$ cat config.mk
export PLATFORM = sky130hd
export DESIGN_NAME = cfce_ctrl
export DESIGN_NICKNAME = d
export VERILOG_FILES = /design/src/cfce_pkg.sv /design/src/cfce_ctrl.sv
export SDC_FILE = /design/constraint.sdc
export NUM_CORES = 1
export LEC_CHECK = 0
export BUFFER_PORTS_ARGS = -buffer_cell sky130_fd_sc_hd__buf_2
export CAP_MARGIN = 20
export CORE_AREA = 3 3 40 42
export CTS_CLUSTER_DIAMETER = 30
export DETAILED_ROUTE_END_ITERATION = 8
export DIE_AREA = 0 0 43 45
export PLACE_DENSITY = 0.6
export REMOVE_ABC_BUFFERS = 1
export SYNTH_ARGS = -nofsm -noshare
export SYNTH_HDL_FRONTEND = slang
export SYNTH_SLANG_ARGS = --single-unit
$ cat constraint.sdc
create_clock -name i_clk -period 1.1 [get_ports i_clk]
set_input_delay 0 -clock i_clk [delete_from_list [all_inputs] [get_ports i_clk]]
set_output_delay 0 -clock i_clk [all_outputs]
set_load 0.05 [all_outputs]
$ cat src/cfce_pkg.sv
`timescale 1ns / 1ps

package cfce_pkg;

    // Flash geometry (powers of two)
    localparam int unsigned FLASH_BYTES  = 2097152;
    localparam int unsigned SECTOR_BYTES = 4096;
    localparam int unsigned PAGE_BYTES   = 256;

    localparam int unsigned FLASH_AW   = $clog2(FLASH_BYTES);
    localparam int unsigned PAGE_AW    = $clog2(PAGE_BYTES);
    localparam int unsigned PAGE_NUM_W = FLASH_AW - PAGE_AW;

    localparam logic [FLASH_AW-1:0] SEC_MASK = FLASH_AW'(SECTOR_BYTES - 1);

    // Command bytes
    localparam logic [7:0] CMD_UNLOCK = 8'h66;
    localparam logic [7:0] CMD_FLASH  = 8'h99;
    localparam logic [7:0] SEQ_END    = 8'hF0;
    localparam logic [7:0] SEQ_PAIR   = 8'h00;
    localparam logic [7:0] OP_WREN    = 8'h06;
    localparam logic [7:0] OP_WRDI    = 8'h04;
    localparam logic [7:0] OP_ERASE   = 8'h20;
    localparam logic [7:0] OP_PROG    = 8'h02;
    localparam logic [7:0] OP_READ    = 8'h3B;
    localparam logic [7:0] ERASED     = 8'hFF;

    typedef logic [63:0] t_cmd_word;
    typedef logic [31:0] t_read_data;

    // Decoded command class
    typedef enum logic [3:0] {
        K_REJECT,
        K_NOP,
        K_UNLOCK,
        K_WREN,
        K_WRDI,
        K_ERASE,
        K_PROG_START,
        K_PROG_PAIR,
        K_SEQ_END,
        K_READ
    } t_kind;

    typedef enum logic [2:0] {
        MEM_NONE,
        MEM_CLEAR,
        MEM_ERASE,
        MEM_WRITE,
        MEM_READ
    } t_mem_op;

    typedef struct packed {
        logic    in_ready;
        logic    cnt_clr;
        logic    cnt_inc;
        t_mem_op mem_op;
        logic    commit;
    } t_dp_cmd;

    typedef struct packed {
        t_kind      kind;
        logic       in_fire;
        logic       out_free;
        logic       cnt_sec_last;
        logic       cnt_all_last;
        logic [1:0] cnt_lo;
    } t_dp_status;

endpackage

$ cat src/cfce_ctrl.sv
`timescale 1ns / 1ps

module cfce_ctrl (
    input  logic                 i_clk,
    input  logic                 i_rst_n,
    input  cfce_pkg::t_dp_status i_sts,
    output cfce_pkg::t_dp_cmd    o_cmd
);
    import cfce_pkg::*;

    typedef enum logic [2:0] {
        S_CLEAR,
        S_IDLE,
        S_DECODE,
        S_ERASE,
        S_WRITE,
        S_READ,
        S_READ_TAIL,
        S_FINISH
    } t_state;

    t_state r_state, n_state;

    always_comb begin
        n_state       = r_state;
        o_cmd         = '0;
        o_cmd.mem_op  = MEM_NONE;
        unique case (r_state)
            S_CLEAR: begin
                o_cmd.mem_op  = MEM_CLEAR;
                o_cmd.cnt_inc = 1'b1;
                if (i_sts.cnt_all_last) begin
                    n_state = S_IDLE;
                end
            end
            S_IDLE: begin
                o_cmd.in_ready = 1'b1;
                if (i_sts.in_fire) begin
                    n_state = S_DECODE;
                end
            end
            S_DECODE: begin
                o_cmd.cnt_clr = 1'b1;
                unique case (i_sts.kind)
                    K_ERASE:      n_state = S_ERASE;
                    K_PROG_START: n_state = S_WRITE;
                    K_PROG_PAIR:  n_state = S_WRITE;
                    K_READ:       n_state = S_READ;
                    default:      n_state = S_FINISH;
                endcase
            end
            S_ERASE: begin
                o_cmd.mem_op  = MEM_ERASE;
                o_cmd.cnt_inc = 1'b1;
                if (i_sts.cnt_sec_last) begin
                    n_state = S_FINISH;
                end
            end
            S_WRITE: begin
                o_cmd.mem_op  = MEM_WRITE;
                o_cmd.cnt_inc = 1'b1;
                if (i_sts.cnt_lo[0]) begin
                    n_state = S_FINISH;
                end
            end
            S_READ: begin
                o_cmd.mem_op  = MEM_READ;
                o_cmd.cnt_inc = 1'b1;
                if (i_sts.cnt_lo == 2'd3) begin
                    n_state = S_READ_TAIL;
                end
            end
            S_READ_TAIL: begin
                n_state = S_FINISH;
            end
            S_FINISH: begin
                if (i_sts.out_free) begin
                    o_cmd.commit = 1'b1;
                    n_state      = S_IDLE;
                end
            end
        endcase
    end

    always_ff @(posedge i_clk) begin
        if (!i_rst_n) begin
            r_state <= S_CLEAR;
        end else begin
            r_state <= n_state;
        end
    end

    a_fire_idle: assert property (@(posedge i_clk) disable iff (!i_rst_n)
        i_sts.in_fire |-> r_state == S_IDLE)
        else $error("transaction accepted outside idle");

    a_fire_decode: assert property (@(posedge i_clk) disable iff (!i_rst_n)
        i_sts.in_fire |=> r_state == S_DECODE)
        else $error("accepted transaction not decoded");

    a_write_kind: assert property (@(posedge i_clk) disable iff (!i_rst_n)
        r_state == S_WRITE |-> (i_sts.kind == K_PROG_START || i_sts.kind == K_PROG_PAIR))
        else $error("program write without program command");

    a_read_kind: assert property (@(posedge i_clk) disable iff (!i_rst_n)
        (r_state == S_READ || r_state == S_READ_TAIL) |-> i_sts.kind == K_READ)
        else $error("read sequence without read command");

endmodule

Word-level counts from Yosys, hierarchy flattened:

Cells that the tools add are included.

* flip-flop bits (word level): 3
* word-level logic and storage cells: 35
* input port bits: 12

* reductions and logical operators: 3
* eq/ne operators: 18
* muxes and demuxes: 13

Operators by type and width (number)
* $pmux 3 s8: 1
* $mux 3: 6
* $pmux 4 s4: 1
* $eq 3x3->1 const B: 4
* $eq 4x3->1 const B: 3
* $ne 2x2->1 const B: 6
* $pmux 3 s3: 1
* $eq 3x2->1 const B: 2
* $reduce_and 6->1: 1
* $eq 4x4->1 const B: 1
* $mux 1: 4
* $eq 3x1->1 const B: 1
* $logic_not 3->1: 1
* $eq 2x2->1 const B: 1
* $reduce_or 2->1: 1

Depth between registers and ports, before layout:

* depth after elaboration: 4
* gate-level depth with buffers: 4
* mapped depth without buffers: 3

Worst setup path after synthesis:

No wires, ideal clock.

* path kind: reg2out
* start point: reg r_state[1]
* end point: out o_cmd[4] (netlist name)
* path slack: -0.639 ns
* arrival time: 1.739 ns
* cell stages (with the launch flop): 5
* cells stage by stage: dfxtp_1 > buf_2 > nand2b_1 > nor2_1 > nor2_1

RTL lines
* start, declared: line cfce_ctrl.sv:22 `t_state r_state, n_state;`
* start signal, assigned: line cfce_ctrl.sv:89 `r_state <= n_state;`
* end, declared: line cfce_ctrl.sv:7 `output cfce_pkg::t_dp_cmd o_cmd`

==> flow_summary.yaml <==
worst_setup_path:
  worstReg2RegEnd: "r_state[1]"
  worstRegToRegCells: 4
  criticalPathCategory: "flip-flop to primary output"
  critPathLaunchType: "flip-flop"
  critPathMaxFanout: 8
  cp-end-kind: "primary output"
  crit_arrival_ps: 1150
  r2r_setup_slack_ps: 20
  r2r_start: "r_state[2]"
  required_ps: 1100
yosys:
  ys_types: 24
  synth_top_family_by_area: "simple AND/OR/NAND/NOR gates"
  ys_ff_latch: 3
  ys_seq_area_share_pct: 20.0
  synth_adder_area_share_pct: 0
  synth_cells: 39
  synth_top_cell_by_area: "dfxtp_1"
  synth_top_area_share_pct: 20.0
  yosys_warnings: 0
  syn_area_um2: 300
  synth-compound-area-share_pct: 22.5
  synth_xor_area_share_pct: 0
  syn_avg_cell_area_um2: 7.70
  ys_top_cells_by_area: "dfxtp_1, nand4bb_1, nand2b_1, nand3_1, o21ai_0"
  synth-simple-area-share_pct: 41.3
  synthMuxAreaShare_pct: 3.33
die:
  dieWidth_um: 43
  row_count: 13
  pin_count: 19
  die-area_um2: 1940
  start_util_pct: 23.4
  core-area_um2: 1280
  die_h_um: 45
sta:
  fmax_ghz: 0.871
  tightest_slew_ps: 339
  setup_viol: 3
  grt_setup_unrepaired: "yes"
  hold_viol: 0
  slew_violations: 0
  relSlewSlack_pct: 77.1
  fin_ws_ps: -47.7
  period_share_pct: 104
  fin_worst_skew_ps: 3.57
  post-route-min-period_ps: 1150
clock_tree:
  numCtsBuffers: 3
  clockBufferDepth: 2
  h-tree-depth: 1
  clockRootBuffer: "clkbuf_4"
  tritoncts: "built"
  clk_pin_slew_ps: 40
  cts_num_sinks: 3
  postCtsHoldBufs: 0
  clk_latency_ps: 230
global_route:
  grt_pass1_vias: 373
  grt_overflow_total: 0
  busiest_layer: "met2"
  grt_pass1_wl_mm: 1.44
  grtUsageMet2_pct: 15.9
  grt_antenna_before_repair: 0
  grtUsageMet3_pct: 2.39
  track_usage_pct: 9.98
  grt_max_degree: 13
  met1_usage_pct: 11.8
detailed_routing:
  routed_wl_um: 838
  vias_per_cell: 4.70
  route.antenna.remaining_nets: 0
  drc: 0
  drtIter0Drc: 4
  wl_per_cell_um: 10.6
  firstDrtPassIters: 4
  vias: 371
cells_and_area:
  largest_registers: "r_state (3)"
  drive_gt1_share_pct: 62.5
  final_area_um2: 567
  nets: 77
  antenna_cells: 0
  syn_to_final_growth_pct: 88.8
  largest_reg_flops: 3
  largest-register: "r_state"
power:
  power.total_mw: 0.831
  ir_worst_vdd_v: 0.000793
  power_density_nw_per_um2: 1470
  p_leak_nw: 0.247
status:
  failed_checks: "setup timing"
  status: "finished with violations"
worst_hold_path:
  min_path_type: "input pin to flip-flop"
  whs_path_depth: 3
  hp-start: "i_rst_n"
  hold_path_end: "r_state[2]"
placement:
  portBuffers: 18
  dp_hpwl_um: 564
  finalWeightedCongestion: 0.744
  placed_area_um2: 408
flow_run:
  maxCapViolCount: 0
metal layers:
metal / wire length, µm / part of all wire [%]
met3: 64 / 7.6
met5: 0 / 0
met2: 373 / 45
met4: 10 / 1.2
met1: 389 / 46
through the flow:
stage | setup WS (ps) | hold slack [ps] | util (%) | setup TNS [ps] | instances
floorplan | -648 | 142 | - | -2420 | 36
global placement | -69.5 | 270 | 31.7 | -89.8 | 72
detailed placement | -48.7 | 267 | 31.7 | -110 | 72
CTS | -55.9 | 11.5 | 40.4 | -137 | 79
global route | -102 | 43.0 | 44.1 | -325 | 79
finish | -47.7 | 8.16 | 44.1 | -91.7 | 79
how the worst max path moves through the flow:
stage	from	to	cells after the start
floorplan	r_state[0]	o_cmd[4]	3
global placement	r_state[1]	r_state[1]	3
detailed placement	r_state[2]	r_state[1]	3
CTS	r_state[1]	o_cmd[2]	4
global route	r_state[1]	o_cmd[4]	4
finish	r_state[1]	o_cmd[2]	4
area by class of cell:
cell class | count | area, µm²
clock buffer | 4 | 26.3
inverter | 4 | 15.0
sequential | 3 | 71.3
tap | 15 | 18.8
timing repair buffer | 24 | 195
fill | 139 | 718
multi-input combinational | 29 | 240
power breakdown:
| group | total (mW) | leakage [nW] | switching, mW | internal (mW) |
|---|---|---|---|---|
| clock | 0.195 | 0.0150 | 0.0587 | 0.136 |
| sequential | 0.183 | 0.0267 | 0.0520 | 0.131 |
| combinational | 0.453 | 0.205 | 0.243 | 0.211 |
| total | 0.831 | 0.247 | 0.353 | 0.477 |
timing repair:
item | in CTS | in global routing
resized for setup | 18 | 15
setup endpoints to repair | 9 | 9
gates cloned | 0 | 0
setup buffers | 3 | 0
pin swaps | 2 | 2
synthesized netlist by cell type:
cell and n:
nand3_1 3, or2_1 1, nand3b_1 1, buf_4 1, nand2b_1 3, nor3_1 1, mux2i_1 1, nor3b_2 1
a221oi_1 1, o21ai_0 3, a21boi_0 1, nor2_1 4, a21oi_1 1, buf_6 1, a21o_1 1, a32oi_1 1
nor4b_1 1, nor2_2 1, nand4bb_1 2, inv_1 4, buf_2 1, nand4_1 1, dfxtp_1 3, a311oi_2 1
worst max-delay path: stages, from the launching register on:
cell,delay [ps]
dfxtp_4,360
buf_6,120
nand2b_4,130
o21ai_2,140
buf_6,170
logic make-up after synthesis:
logic type	Yosys count
simple gates	19
compound gates	9
buf+inv	7
flops	3
mux	1
cells in the final DEF (no fill, tap or decap), types with 2 or more instances in the layout:
cell type  count
nand3_1        3
nor2_2         3
o21ai_0        2
inv_1          4
buf_2         11
buf_4          5
nor2_1         2
nand2b_4       2
dfxtp_4        3
nand4bb_1      2
clkbuf_4       3
buf_6          6
No activity file was read; power rests on OpenSTA's default activity.
